$ cat config.mk
export PLATFORM = sky130hd
export DESIGN_NAME = config_text_tokenizer
export DESIGN_NICKNAME = d
export VERILOG_FILES = /design/src/hw/rtl/ctt_pkg.sv /design/src/hw/rtl/ctt_front.sv /design/src/hw/rtl/ctt_fifo.sv /design/src/hw/rtl/ctt_back.sv /design/src/hw/rtl/config_text_tokenizer.sv
export SDC_FILE = /design/constraint.sdc
export NUM_CORES = 1
export LEC_CHECK = 0
export ABC_AREA = 0
export BUFFER_PORTS_ARGS = -buffer_cell sky130_fd_sc_hd__buf_2
export CAP_MARGIN = 20
export CORE_MARGIN = 1.5
export CORE_UTILIZATION = 55
export CTS_CLUSTER_SIZE = 24
export DETAILED_ROUTE_END_ITERATION = 7
export PLACE_DENSITY = 0.7
export SLEW_MARGIN = 10
export SYNTH_ARGS = -nofsm -noshare
export SYNTH_HDL_FRONTEND = slang
export SYNTH_SLANG_ARGS = --single-unit
$ cat constraint.sdc
create_clock -name clk_i -period 7.5 [get_ports clk_i]
set_input_delay 0.75 -clock clk_i [delete_from_list [all_inputs] [get_ports clk_i]]
set_output_delay 0.75 -clock clk_i [all_outputs]
set_load 0.03 [all_outputs]
$ cat src/hw/rtl/ctt_pkg.sv
// ----------------------------------------------------------------------------
// ctt_pkg: shared types and constants of the config text tokenizer
// Item and result layouts, result kinds, punctuation codes and characters.
// ----------------------------------------------------------------------------
package ctt_pkg;

  // characters kept per token are limited by the token buffer size
  localparam int TokenBufferChars = 128;
  localparam int KeepLimitInt     = ((TokenBufferChars - 1) < 127) ?
                                    (TokenBufferChars - 1) : 127;
  localparam logic [6:0] KeepLimit = 7'(KeepLimitInt);

  // results caused by one item, at most
  localparam int MaxResults = 4;
  localparam int SlotIdxW   = $clog2(MaxResults);
  localparam int SlotCntW   = $clog2(MaxResults + 1);

  // depth of the queue between front and back
  localparam int FifoDepth = 4;
  localparam int FifoPtrW  = $clog2(FifoDepth);

  // result kinds
  localparam logic [2:0] KindIdChar  = 3'd0;
  localparam logic [2:0] KindDigChar = 3'd1;
  localparam logic [2:0] KindIdEnd   = 3'd2;
  localparam logic [2:0] KindNumEnd  = 3'd3;
  localparam logic [2:0] KindPunct   = 3'd4;
  localparam logic [2:0] KindUnknown = 3'd5;
  localparam logic [2:0] KindInEnd   = 3'd6;

  // punctuation codes
  localparam logic [3:0] PunctEquals = 4'd0;
  localparam logic [3:0] PunctPeriod = 4'd1;
  localparam logic [3:0] PunctComma  = 4'd2;
  localparam logic [3:0] PunctLBrack = 4'd3;
  localparam logic [3:0] PunctRBrack = 4'd4;
  localparam logic [3:0] PunctSemi   = 4'd5;
  localparam logic [3:0] PunctLBrace = 4'd6;
  localparam logic [3:0] PunctRBrace = 4'd7;
  localparam logic [3:0] PunctPound  = 4'd8;

  // characters
  localparam logic [7:0] CharSlash   = 8'h2F;
  localparam logic [7:0] CharUnder   = 8'h5F;
  localparam logic [7:0] CharEquals  = 8'h3D;
  localparam logic [7:0] CharPeriod  = 8'h2E;
  localparam logic [7:0] CharComma   = 8'h2C;
  localparam logic [7:0] CharLBrack  = 8'h5B;
  localparam logic [7:0] CharRBrack  = 8'h5D;
  localparam logic [7:0] CharSemi    = 8'h3B;
  localparam logic [7:0] CharLBrace  = 8'h7B;
  localparam logic [7:0] CharRBrace  = 8'h7D;
  localparam logic [7:0] CharPound   = 8'h23;
  localparam logic [7:0] CharTab     = 8'h09;
  localparam logic [7:0] CharSpace   = 8'h20;
  localparam logic [7:0] CharNewline = 8'h0A;

  typedef struct packed {
    logic [7:0] text_byte;
    logic       final_byte;
  } item_t;

  typedef struct packed {
    logic [2:0] kind;
    logic [3:0] punct_code;
    logic [7:0] char_value;
    logic       first_of_token;
    logic [6:0] token_length;
    logic       too_long;
    logic       last_result;
  } result_t;

  // all results of one item, the last one flagged
  typedef struct packed {
    result_t [MaxResults-1:0] slot;
  } bundle_t;

endpackage

$ cat src/hw/rtl/ctt_front.sv
// ----------------------------------------------------------------------------
// ctt_front: scanner of the config text tokenizer
// Takes one byte per cycle while accept_i is high, tracks the scan mode and
// builds the bundle of results the byte causes.
// ----------------------------------------------------------------------------
module ctt_front (
  input  logic             clk_i,
  input  logic             rst_ni,
  input  logic             accept_i,
  input  ctt_pkg::item_t   item_i,
  output logic             bundle_push_o,
  output ctt_pkg::bundle_t bundle_o
);

  localparam logic [2:0] ModeIdle    = 3'd0;
  localparam logic [2:0] ModeIdent   = 3'd1;
  localparam logic [2:0] ModeNumber  = 3'd2;
  localparam logic [2:0] ModeSlash   = 3'd3;
  localparam logic [2:0] ModeComment = 3'd4;

  logic [2:0] mode_q, mode_d;
  logic [6:0] cnt_q, cnt_d;
  logic       ovf_q, ovf_d;

  function automatic ctt_pkg::result_t mk_res(logic [2:0] kind, logic [3:0] pc,
                                              logic [7:0] ch, logic first,
                                              logic [6:0] len, logic tl);
    ctt_pkg::result_t r;
    r.kind           = kind;
    r.punct_code     = pc;
    r.char_value     = ch;
    r.first_of_token = first;
    r.token_length   = len;
    r.too_long       = tl;
    r.last_result    = 1'b0;
    return r;
  endfunction

  function automatic ctt_pkg::bundle_t append(ctt_pkg::bundle_t b,
                                              logic [ctt_pkg::SlotCntW-1:0] n,
                                              ctt_pkg::result_t r);
    ctt_pkg::bundle_t o;
    o = b;
    if (n < ctt_pkg::SlotCntW'(ctt_pkg::MaxResults)) begin
      o.slot[n[ctt_pkg::SlotIdxW-1:0]] = r;
    end
    return o;
  endfunction

  // {hit, code}
  function automatic logic [4:0] punct_of(logic [7:0] c);
    logic [4:0] p;
    case (c)
      ctt_pkg::CharEquals: p = {1'b1, ctt_pkg::PunctEquals};
      ctt_pkg::CharPeriod: p = {1'b1, ctt_pkg::PunctPeriod};
      ctt_pkg::CharComma:  p = {1'b1, ctt_pkg::PunctComma};
      ctt_pkg::CharLBrack: p = {1'b1, ctt_pkg::PunctLBrack};
      ctt_pkg::CharRBrack: p = {1'b1, ctt_pkg::PunctRBrack};
      ctt_pkg::CharSemi:   p = {1'b1, ctt_pkg::PunctSemi};
      ctt_pkg::CharLBrace: p = {1'b1, ctt_pkg::PunctLBrace};
      ctt_pkg::CharRBrace: p = {1'b1, ctt_pkg::PunctRBrace};
      ctt_pkg::CharPound:  p = {1'b1, ctt_pkg::PunctPound};
      default:             p = 5'd0;
    endcase
    return p;
  endfunction

  logic [7:0]                   c;
  logic                         fin;
  logic                         c_lower, c_digit, c_space;
  logic                         leave, rescan, keep;
  logic [2:0]                   keep_kind;
  logic [4:0]                   pinfo;
  logic [ctt_pkg::SlotCntW-1:0] n;
  ctt_pkg::bundle_t             b;

  assign c       = item_i.text_byte;
  assign fin     = item_i.final_byte;
  assign c_lower = (c >= 8'h61) && (c <= 8'h7A);
  assign c_digit = (c >= 8'h30) && (c <= 8'h39);
  assign c_space = (c == ctt_pkg::CharSpace) || (c == ctt_pkg::CharTab) ||
                   (c == ctt_pkg::CharNewline);
  assign pinfo   = punct_of(c);

  always_comb begin
    mode_d    = mode_q;
    cnt_d     = cnt_q;
    ovf_d     = ovf_q;
    b         = '0;
    n         = '0;
    leave     = 1'b0;
    rescan    = 1'b0;
    keep      = 1'b0;
    keep_kind = ctt_pkg::KindIdChar;

    case (mode_q)
      ModeIdent: begin
        if (c_lower || c_digit || (c == ctt_pkg::CharUnder)) begin
          keep = 1'b1;
        end else begin
          leave = 1'b1;
        end
      end
      ModeNumber: begin
        if (c_digit) begin
          keep      = 1'b1;
          keep_kind = ctt_pkg::KindDigChar;
        end else begin
          leave = 1'b1;
        end
      end
      ModeSlash: begin
        if (c == ctt_pkg::CharSlash) begin
          mode_d = ModeComment;
        end else begin
          leave = 1'b1;
        end
      end
      ModeComment: begin
        if (c == ctt_pkg::CharNewline) begin
          mode_d = ModeIdle;
        end
      end
      default: begin
        rescan = 1'b1;
      end
    endcase

    // close whatever the old mode had open
    if (leave) begin
      case (mode_q)
        ModeIdent: begin
          b = append(b, n, mk_res(ctt_pkg::KindIdEnd, 4'd0, 8'd0, 1'b0, cnt_q, ovf_q));
          n = n + 1'b1;
        end
        ModeNumber: begin
          b = append(b, n, mk_res(ctt_pkg::KindNumEnd, 4'd0, 8'd0, 1'b0, cnt_q, ovf_q));
          n = n + 1'b1;
        end
        ModeSlash: begin
          b = append(b, n, mk_res(ctt_pkg::KindUnknown, 4'd0, ctt_pkg::CharSlash,
                                  1'b0, 7'd0, 1'b0));
          n = n + 1'b1;
        end
        default: begin
        end
      endcase
      mode_d = ModeIdle;
      cnt_d  = '0;
      ovf_d  = 1'b0;
      rescan = 1'b1;
    end

    // scan from idle
    if (rescan) begin
      mode_d = ModeIdle;
      if (c_space) begin
      end else if (c == ctt_pkg::CharSlash) begin
        mode_d = ModeSlash;
      end else if (c_lower) begin
        mode_d    = ModeIdent;
        cnt_d     = '0;
        ovf_d     = 1'b0;
        keep      = 1'b1;
        keep_kind = ctt_pkg::KindIdChar;
      end else if (c_digit) begin
        mode_d    = ModeNumber;
        cnt_d     = '0;
        ovf_d     = 1'b0;
        keep      = 1'b1;
        keep_kind = ctt_pkg::KindDigChar;
      end else if (pinfo[4]) begin
        b = append(b, n, mk_res(ctt_pkg::KindPunct, pinfo[3:0], 8'd0, 1'b0, 7'd0, 1'b0));
        n = n + 1'b1;
      end else begin
        b = append(b, n, mk_res(ctt_pkg::KindUnknown, 4'd0, c, 1'b0, 7'd0, 1'b0));
        n = n + 1'b1;
      end
    end

    // characters past the keep limit are dropped
    if (keep) begin
      if (cnt_d < ctt_pkg::KeepLimit) begin
        b = append(b, n, mk_res(keep_kind, 4'd0, c, (cnt_d == 7'd0), 7'd0, 1'b0));
        n = n + 1'b1;
        cnt_d = cnt_d + 7'd1;
      end else begin
        ovf_d = 1'b1;
      end
    end

    // final byte closes everything and returns to reset state
    if (fin) begin
      case (mode_d)
        ModeIdent: begin
          b = append(b, n, mk_res(ctt_pkg::KindIdEnd, 4'd0, 8'd0, 1'b0, cnt_d, ovf_d));
          n = n + 1'b1;
        end
        ModeNumber: begin
          b = append(b, n, mk_res(ctt_pkg::KindNumEnd, 4'd0, 8'd0, 1'b0, cnt_d, ovf_d));
          n = n + 1'b1;
        end
        ModeSlash: begin
          b = append(b, n, mk_res(ctt_pkg::KindUnknown, 4'd0, ctt_pkg::CharSlash,
                                  1'b0, 7'd0, 1'b0));
          n = n + 1'b1;
        end
        default: begin
        end
      endcase
      b = append(b, n, mk_res(ctt_pkg::KindInEnd, 4'd0, 8'd0, 1'b0, 7'd0, 1'b0));
      n = n + 1'b1;
      mode_d = ModeIdle;
      cnt_d  = '0;
      ovf_d  = 1'b0;
    end

    if (n != '0) begin
      b.slot[ctt_pkg::SlotIdxW'(n - 1'b1)].last_result = 1'b1;
    end
  end

  assign bundle_o      = b;
  assign bundle_push_o = accept_i && (n != '0);

  always_ff @(posedge clk_i or negedge rst_ni) begin
    if (!rst_ni) begin
      mode_q <= ModeIdle;
      cnt_q  <= '0;
      ovf_q  <= 1'b0;
    end else if (accept_i) begin
      mode_q <= mode_d;
      cnt_q  <= cnt_d;
      ovf_q  <= ovf_d;
    end
  end

endmodule

$ cat src/hw/rtl/ctt_fifo.sv
// ----------------------------------------------------------------------------
// ctt_fifo: result bundle queue of the config text tokenizer
// Holds the bundles built by the scanner until the back end unloads them.
// ----------------------------------------------------------------------------
module ctt_fifo (
  input  logic             clk_i,
  input  logic             rst_ni,
  input  logic             push_i,
  input  ctt_pkg::bundle_t data_i,
  output logic             full_o,
  input  logic             pop_i,
  output logic             empty_o,
  output ctt_pkg::bundle_t data_o
);

  ctt_pkg::bundle_t              mem_q [ctt_pkg::FifoDepth];
  logic [ctt_pkg::FifoPtrW-1:0]  wr_ptr_q, rd_ptr_q;
  logic [ctt_pkg::FifoPtrW:0]    count_q;
  logic                          do_push, do_pop;

  assign full_o  = (count_q == (ctt_pkg::FifoPtrW + 1)'(ctt_pkg::FifoDepth));
  assign empty_o = (count_q == '0);
  assign data_o  = mem_q[rd_ptr_q];
  assign do_push = push_i && !full_o;
  assign do_pop  = pop_i && !empty_o;

  always_ff @(posedge clk_i) begin
    if (do_push) begin
      mem_q[wr_ptr_q] <= data_i;
    end
  end

  always_ff @(posedge clk_i or negedge rst_ni) begin
    if (!rst_ni) begin
      wr_ptr_q <= '0;
      rd_ptr_q <= '0;
      count_q  <= '0;
    end else begin
      if (do_push) begin
        wr_ptr_q <= wr_ptr_q + 1'b1;
      end
      if (do_pop) begin
        rd_ptr_q <= rd_ptr_q + 1'b1;
      end
      if (do_push && !do_pop) begin
        count_q <= count_q + 1'b1;
      end else if (do_pop && !do_push) begin
        count_q <= count_q - 1'b1;
      end
    end
  end

endmodule

$ cat src/hw/rtl/ctt_back.sv
// ----------------------------------------------------------------------------
// ctt_back: result serializer of the config text tokenizer
// Unloads the head bundle, one result per cycle while out_q is free or popped.
// ----------------------------------------------------------------------------
module ctt_back (
  input  logic             clk_i,
  input  logic             rst_ni,
  input  logic             fifo_empty_i,
  input  ctt_pkg::bundle_t fifo_data_i,
  output logic             fifo_pop_o,
  input  logic             pop_i,
  output logic             empty_o,
  output ctt_pkg::result_t result_o
);

  ctt_pkg::result_t              out_q;
  logic                          out_vld_q;
  logic [ctt_pkg::SlotIdxW-1:0]  idx_q;
  ctt_pkg::result_t              head;
  logic                          load;

  assign head       = fifo_data_i.slot[idx_q];
  // a queued result refills the output register when empty or taken this cycle
  assign load       = !fifo_empty_i && (!out_vld_q || pop_i);
  assign fifo_pop_o = load && head.last_result;
  assign empty_o    = !out_vld_q;
  assign result_o   = out_q;

  always_ff @(posedge clk_i) begin
    if (load) begin
      out_q <= head;
    end
  end

  always_ff @(posedge clk_i or negedge rst_ni) begin
    if (!rst_ni) begin
      out_vld_q <= 1'b0;
      idx_q     <= '0;
    end else begin
      if (load) begin
        out_vld_q <= 1'b1;
        idx_q     <= head.last_result ? '0 : idx_q + 1'b1;
      end else if (pop_i) begin
        out_vld_q <= 1'b0;
      end
    end
  end

endmodule

$ cat src/hw/rtl/config_text_tokenizer.sv
// ----------------------------------------------------------------------------
// config_text_tokenizer: streaming tokenizer for configuration text
// Skips blanks and line comments and reports identifiers, numbers,
// punctuation and unknown characters as a stream of results.
// ----------------------------------------------------------------------------
// Usage:
// - input queue: drive item_i and raise push; a byte is taken at a clock
//   edge where push is high and full is low. One byte per cycle is taken
//   as long as the result queue has room.
// - result queue: while empty is low, result_o holds the oldest result;
//   raise pop to take it. One result leaves per cycle while results wait.
// - a byte causes zero to four results. They pass through the bundle queue
//   and the output register before showing on result_o, then follow one
//   per cycle while pop is high; the single output port sets the rate
//   when bytes cause several results.
// - between scanner and output sits a four-bundle queue: when pop stays
//   low the scanner keeps taking bytes until that queue fills, then full
//   rises. Bytes causing no result never enter the queue.
// - reset puts the scanner between tokens with no count and empties both
//   the queue and the output register. No configuration is needed.
// ----------------------------------------------------------------------------
module config_text_tokenizer (
  input  logic             clk_i,
  input  logic             rst_ni,
  input  logic             push,
  output logic             full,
  input  ctt_pkg::item_t   item_i,
  output logic             empty,
  input  logic             pop,
  output ctt_pkg::result_t result_o
);

  logic             accept;
  logic             bundle_push, bundle_full, bundle_pop, bundle_empty;
  ctt_pkg::bundle_t bundle_in, bundle_head;

  assign full   = bundle_full;
  assign accept = push && !bundle_full;

  ctt_front u_front (
    .clk_i         (clk_i),
    .rst_ni        (rst_ni),
    .accept_i      (accept),
    .item_i        (item_i),
    .bundle_push_o (bundle_push),
    .bundle_o      (bundle_in)
  );

  ctt_fifo u_fifo (
    .clk_i   (clk_i),
    .rst_ni  (rst_ni),
    .push_i  (bundle_push),
    .data_i  (bundle_in),
    .full_o  (bundle_full),
    .pop_i   (bundle_pop),
    .empty_o (bundle_empty),
    .data_o  (bundle_head)
  );

  ctt_back u_back (
    .clk_i        (clk_i),
    .rst_ni       (rst_ni),
    .fifo_empty_i (bundle_empty),
    .fifo_data_i  (bundle_head),
    .fifo_pop_o   (bundle_pop),
    .pop_i        (pop),
    .empty_o      (empty),
    .result_o     (result_o)
  );

`ifndef SYNTHESIS
  // input end always closes the results of its byte
  a_inend_last: assert property (@(posedge clk_i) disable iff (!rst_ni)
    (!empty && (result_o.kind == ctt_pkg::KindInEnd)) |-> result_o.last_result)
    else $error("input end result without last flag");

  // a closed token kept at least its first character
  a_end_len: assert property (@(posedge clk_i) disable iff (!rst_ni)
    (!empty && ((result_o.kind == ctt_pkg::KindIdEnd) ||
                (result_o.kind == ctt_pkg::KindNumEnd)))
    |-> (result_o.token_length != 7'd0))
    else $error("token end with zero length");

  a_too_long_len: assert property (@(posedge clk_i) disable iff (!rst_ni)
    (!empty && result_o.too_long) |-> (result_o.token_length == ctt_pkg::KeepLimit))
    else $error("too long token not at keep limit");

  a_first_kind: assert property (@(posedge clk_i) disable iff (!rst_ni)
    (!empty && result_o.first_of_token)
    |-> ((result_o.kind == ctt_pkg::KindIdChar) ||
         (result_o.kind == ctt_pkg::KindDigChar)))
    else $error("first mark on a non-character result");
`endif

endmodule

### After elaboration in Yosys (flattened, before gate mapping)

Memory sizes are Yosys's and may differ from the RTL's.
Index checks and enable logic that the tools add are counted.

* input bits: 13
* output and inout port bits: 27
* memories: 1
* register bits: 46
* bits in writable memories: 400
* logic and storage cells: 216

Memories
* u_fifo.mem_q: words 4, bits a word 100, rd ports 1, clocked after Yosys merged registers in 0, write ports 1, line ctt_fifo.sv:16 `ctt_pkg::bundle_t mem_q [ctt_pkg::FifoDepth];`

* bitwise logic cells: 6
* muxes and demuxes: 108
* add/sub/neg operators: 11
* magnitude comparators: 20
* equality and inequality tests: 22
* reduce and logical (&&, ||, !) cells: 33

Operators with widths (count)
* 100-bit 2-to-1 mux: 19
* 100-bit bitwise mux: 6
* 100-bit one-hot mux with 3 select lines: 1
* 25-bit demux with 2-bit select: 5
* 25-bit 2-to-1 mux: 5
* 92-bit bitwise AND: 1
* 92-bit inverter: 1
* 3-bit 2-to-1 mux: 27
* 25-bit one-hot mux with 3 select lines: 1
* 72-bit bitwise AND: 1
* 72-bit inverter: 1
* 7-bit 2-to-1 mux: 9
* 8-bit by 6-bit equality test with 1-bit output, second input constant: 7
* 25-bit binary-select mux with 2-bit select: 1
* 5-bit one-hot mux with 9 select lines: 1
* 8-bit by 7-bit equality test with 1-bit output, second input constant: 5
* 1-bit 2-to-1 mux: 28
* 28-bit OR: 1
* 2-bit by 3-bit < comparator with 1-bit output, second input constant: 6
* 8-bit by 4-bit equality test with 1-bit output, second input constant: 2
* 3-bit by 1-bit adder with 3-bit output, second input constant: 5
* 1-bit logical AND: 15
* 3-bit by 2-bit equality test with 1-bit output, second input constant: 4
* 3-bit < comparator, second input constant: 4
* other kinds (25): 44

### Depth between registers and ports, before layout

* word-level depth: 32
* depth in mapped cells: 25
* depth with buffers taken out: 22

### By module

From an unflattened synthesis, not the netlist that was laid out.

* cells, all modules: 1065
* area total of the unflattened synthesis: 19324.8 um2

Modules (own cells, without submodules)
* ctt_fifo: area each 14849.2 um2, seq. area each 12186.7 um2, cells an instance 558, times used 1
* ctt_front: area each 2910.3 um2, seq. area each 275.3 um2, cells an instance 435, times used 1
* ctt_back: area each 1551.5 um2, seq. area each 825.8 um2, cells an instance 71, times used 1
* config_text_tokenizer: area each 13.8 um2, seq. area each 0.0 um2, cells an instance 1, times used 1

### Least setup slack after synthesis

Ideal clock, no wire load.

* path type: input-to-reg
* start point: input item_i[7] (netlist bit)
* end point: memory u_fifo.mem_q[0][0] (netlist bit), enable pin
* cell stages on the path: 19
* path slack: 495 ps
* library setup time: 461 ps
* arrival: 6545 ps
* data required time: 7039 ps
* buffers on the path: 2
* cell sequence: buf_6 -> nor3b_4 -> and3_1 -> buf_6 -> inv_6 -> a21oi_4 -> nand2_2 -> ha_1 -> o32a_1 -> ha_1 -> mux2i_1 -> ha_1 -> ha_1 -> a21oi_1 -> o21ai_1 -> xnor2_1 -> a21oi_1 -> o22ai_2 -> and2_1

* cells in the longest elaborated chain, start to end: 26
* elaborated cells between the ends (all ways): 68
* classes of those cells: add/sub: 4; order compare: 5; eq/ne: 8; mux: 41; reduce/logical: 10

RTL lines
* start, declared: line config_text_tokenizer.sv:27 `input ctt_pkg::item_t item_i,`
* 8-bit by 7-bit >= comparator with 1-bit output, or another cell as far along: line ctt_front.sv:79 `assign c_lower = (c >= 8'h61) && (c <= 8'h7A);`
* 1-bit logical AND, on equally long branches: line ctt_front.sv:79, ctt_front.sv:80
* 1-bit logical OR (2 in series): line ctt_front.sv:98 `if (c_lower || c_digit || (c == ctt_pkg::CharUnder)) begin`
* 1-bit 2-to-1 mux: line ctt_front.sv:98
* 1-bit one-hot mux with 3 select lines: line ctt_front.sv:96 `case (mode_q)`
* 3-bit 2-to-1 mux: line ctt_front.sv:130 `if (leave) begin`
* 3-bit by 1-bit adder with 3-bit output: line ctt_front.sv:174, ctt_front.sv:177
* 3-bit 2-to-1 mux: line ctt_front.sv:166 `end else if (c_digit) begin`
* [10 not listed]
* 3-bit by 1-bit adder with 3-bit output: line ctt_front.sv:212 `n = n + 1'b1;`
* 3-bit 2-to-1 mux *: line ctt_front.sv:193 `if (fin) begin`
* 3-bit nonzero test *: line ctt_front.sv:224 `assign bundle_push_o = accept_i && (n != '0);`
* 1-bit logical AND *: line ctt_front.sv:224
* 1-bit logical AND *: line ctt_fifo.sv:24 `assign do_push = push_i && !full_o;`
* net u_fifo.do_push: line ctt_fifo.sv:19 `logic do_push, do_pop;`
* 1-bit 2-to-1 mux *: line ctt_fifo.sv:28 `if (do_push) begin`
* 1-bit 2-to-1 mux (implied by the code) *: line ctt_fifo.sv:29 `mem_q[wr_ptr_q] <= data_i;`
* end, declared: line ctt_fifo.sv:16

Mark *: on every way through the listed nets, which the timed path passes. The rest lies on a longest branch. The select of a mux whose other input is x is not followed.

### Worst setup path after layout

* start point: register u_front.mode_q[2]
* end point: memory u_fifo.mem_q[2][74] (netlist bit), enable pin

* cells in the longest elaborated chain, start to end: 23
* elaborated cells between the ends (all ways): 52
* classes of those cells: add/sub: 4; order compare: 1; eq/ne: 7; mux: 34; reduce/logical: 6

RTL lines
* start, declared: line ctt_front.sv:21 `logic [2:0] mode_q, mode_d;`
* start signal, assigned: line ctt_front.sv:228 `mode_q <= ModeIdle;`
* start signal, assigned: line ctt_front.sv:232 `mode_q <= mode_d;`
* 3-bit by 1-bit equality test with 1-bit output or 3-bit by 2-bit equality test with 1-bit output (tied branches): line ctt_front.sv:96, ctt_front.sv:131
* 3-bit OR reduction (no source line)
* 1-bit 2-to-1 mux: line ctt_front.sv:131 `case (mode_q)`
* 3-bit 2-to-1 mux: line ctt_front.sv:130
* 3-bit by 1-bit adder with 3-bit output: line ctt_front.sv:174, ctt_front.sv:177
* 3-bit 2-to-1 mux: line ctt_front.sv:166
* 3-bit 2-to-1 mux: line ctt_front.sv:160 `end else if (c_lower) begin`
* 3-bit 2-to-1 mux: line ctt_front.sv:158 `end else if (c == ctt_pkg::CharSlash) begin`
* [8 not listed]
* 3-bit by 1-bit adder with 3-bit output: line ctt_front.sv:212
* 3-bit 2-to-1 mux *: line ctt_front.sv:193
* 3-bit nonzero test *: line ctt_front.sv:224
* 1-bit logical AND *: line ctt_front.sv:224
* 1-bit logical AND *: line ctt_fifo.sv:24
* net u_fifo.do_push: line ctt_fifo.sv:19
* 1-bit 2-to-1 mux *: line ctt_fifo.sv:28
* 1-bit 2-to-1 mux (implied by the code) *: line ctt_fifo.sv:29

Marked as above.

==> run metrics <==
die area=33,700 um2; Worst-Margin Slew=993 ps; first-pass GRT wire length=59,900 um; Vias/cell=6.16; RSZ-0062 raised after global routing=no; DR WL/cell=24.8 um; Sw Pwr=2320 uW; max_slew headroom=33.8%; most frequent cell on the critical path=ha_1; P per Cell Area=378 nW/um2; GPL Wtd Cong=0.907; synthesis-to-layout area growth=11.0%; largest net degree at the start of global routing=93; critical-path maximum fanout=35; Port Buffers=39; H-tree levels=2; Residual DRC=0; antenna-violating nets left=0; cell row count=65; Initial Util=56.4%; maximum clock frequency=166 MHz; Pint=5210 uW; Slowest cell on crit path=and2_4; post-CTS setup buffers=0; worst endpoint required time=7720 ps; CTS sink cnt=414; gr ovfl total=0; CP startpoint kind=register; number of setup violations in the final report=0; Clk pwr share=25.5%; critical path cell sequence=or3b_1, a41oi_1, o211ai_2, nand2_2, ha_1, o32a_1, ha_1, mux2i_1, ha_1, ha_1, a21oi_1, o21ai_1, xnor2_1, a21oi_1, o22ai_2, and2_4, buf_4; layout cells sized above 1=22.4%; CP Class=register to register; sequential share of power=45.5%; post-place setup slack=996 ps; crit-path max cell delay=590 ps; Switching Share=30.8%; Netlist cell types=79; Mapped Cells=1,040; Syn. warnings=0; status=completed; Post-Syn Area=17,900 um2; clock tree buffer depth=3; combinational power share=29.0%; synth top area cells=edfxtp_1 66%, mux4_2 14%, dfrtp_1 2.9%; root buf cell=clkbuf_16; register area share after synthesis=68.7%; maximum vdd ir drop=0.312 mV; #FFs+latches synth=414; hold crit path type=input port to asynchronous set/reset pin; setup ws final=1490 ps; DR top layer=met4; ys flop type=edfxtp_1; WL met1=16,600 um; Pleak=0.00669 uW; min Tclk post-route=6010 ps; Die Span Y=184 um; clock transition at the registers of the reported paths=60 ps; Post-CTS Resized=0; period utilization=80.1%; TritonCTS clock tree=done; total power=7520 uW; max-cap violations=0; IO Pins=40; clk_lat worst skew=540 ps; top cell type's share of synthesized area=65.8%; Setup crit end kind=register; detailed-placement wirelength estimate=23,600 um; WL met2=18,500 um; initial DRC count=993; metal3 WL=2400 um; Std-Cell Core Area=31,800 um2; TNS Setup=0 ps; nets@finish=1,124; clk_skew=16.9 ps; Post-synth EDFFs=393; Vias=9,580; Synth area leader=edfxtp_1; WL final=38,500 um; asr flop ratio synth=5.07%; Horiz. Die Dim=184 um; Slew Limit Fails=0; Final Hold Viols=0; vias in the first global route=10.1k; GRT Util Overall=24.0%; Arr. time, crit path=6230 ps; antenna violations before repair=1; mean post-synth cell area=17.2 um2; Post-CTS Hold Buffers=0; Num CTS Buffers=43; drt first pass iters=5
==> power by group through the flow <==
stage	Combinational (uW)	Clock [uW]	Sequential, uW
2_1_floorplan	1530	0	3500
3_3_place_gp	2200	0	3450
3_5_place_dp	2210	0	3480
4_1_cts	2220	1950	3440
5_1_grt	2340	2040	3480
6_report	2180	1920	3420
==> kinds of logic after synthesis <==
logic type | after synthesis | share of synthesized area, %
simple gates | 245 | 6.77
flops | 414 | 68.7
fa+ha+maj | 22 | 1.58
compound gates | 135 | 5.39
other cells | 1 | 0.0209
xor+xnor | 16 | 0.781
buf+inv | 84 | 1.95
mux | 123 | 14.8
==> worst paths after layout <==
path | to | slack, ps | cells after the start | start
worst max-delay path | u_fifo.mem_q[2][74] | 1490 | 17 | u_front.mode_q[2]
worst max register to register | u_fifo.mem_q[2][74] | 1490 | 17 | u_front.mode_q[2]
max in group asynchronous | u_fifo.rd_ptr_q[1] | 6950 | 1 | rst_ni
worst min register to register | u_fifo.count_q[2] | 500 | 1 | u_fifo.count_q[2]
min in group clk_i | u_back.out_vld_q | 400 | 2 | pop
worst min-delay path | u_fifo.wr_ptr_q[1] | 170 | 1 | rst_ni
==> registers in the layout, indices dropped and copies added, names as in the netlist <==
signal / cells
u_back.result_o: 25
u_fifo.mem_q: 368
u_back.out_vld_q: 1
u_front.ovf_q: 1
u_fifo.wr_ptr_q: 2
u_back.idx_q: 2
u_fifo.count_q: 3
u_front.cnt_q: 7
u_front.mode_q: 3
u_fifo.rd_ptr_q: 2
==> cell usage in the layout (no fill, tap or decap), types with 11 or more instances in the layout <==
cell and n:
mux4_2 113, nand2_1 67, buf_2 39, edfxtp_1 393, a21o_1 11, nand3_1 24
nor3_1 15, dfrtp_1 18, a21oi_1 39, clkbuf_16 43, o21ai_0 20, xnor2_1 12
inv_1 26, ha_1 21, nor2_1 68
==> cell type report <==
class                   instances  area, um2
diodes                          1       2.50
inverters                      28        110
fillers                      2260      11900
flip-flops and latches        414      12300
well taps                     435        544
clock buffers                  53       1110
clock inverters                23        149
multi-input cells             549       5290
repair buffers                 53        350
==> cell usage after synthesis, types with 4 or more instances <==
| library cell | count |
|---|---|
| and3_1 | 5 |
| mux4_2 | 113 |
| ha_1 | 21 |
| xor2_1 | 4 |
| nand3b_1 | 4 |
| clkbuf_1 | 35 |
| a22o_1 | 7 |
| nor2b_1 | 5 |
| nand3_1 | 24 |
| nor3b_1 | 6 |
| mux2i_1 | 8 |
| or2_2 | 4 |
| dfrtp_1 | 21 |
| xnor2_1 | 12 |
| buf_1 | 12 |
| nor3_1 | 15 |
| inv_1 | 26 |
| a21o_1 | 11 |
| nand4_1 | 6 |
| o21ai_0 | 20 |
| nand2b_1 | 5 |
| nand2_1 | 67 |
| a31oi_1 | 7 |
| a21oi_1 | 39 |
| a211oi_1 | 4 |
| buf_2 | 6 |
| edfxtp_1 | 393 |
| and2_1 | 12 |
| nor2_1 | 68 |
==> through the flow <==
stage / cell area, um2 / hold WS, ps / instances / util (%)
after floorplan: 18000 / 454 / 1047 / -
after global placement: 18600 / 474 / 1479 / 58.6
after detailed placement: 18600 / 479 / 1479 / 58.6
after CTS: 19900 / 175 / 1555 / 62.6
after global routing: 19900 / 197 / 1555 / 62.6
final: 19900 / 167 / 1556 / 62.6
==> metal layers <==
metal,track usage [%],vias to the layer above
met5,0,-
met4,7.41,0
met3,4.40,70
met2,38.1,359
met1,34.4,4897
li1,-,4254
==> critical path, delay by kind of cell, from the launching register on <==
kind                       cells  cell delay [ps]
DFF                            1              540
adders and majority gates      4             1130
buffers and inverters          1              370
xor gates and xnor gates       1              190
muxes                          1              320
and+or+nand+nor                3             1310
AOI/OAI and AO/OA              7             1790
Power figures use the tool's default switching activity.
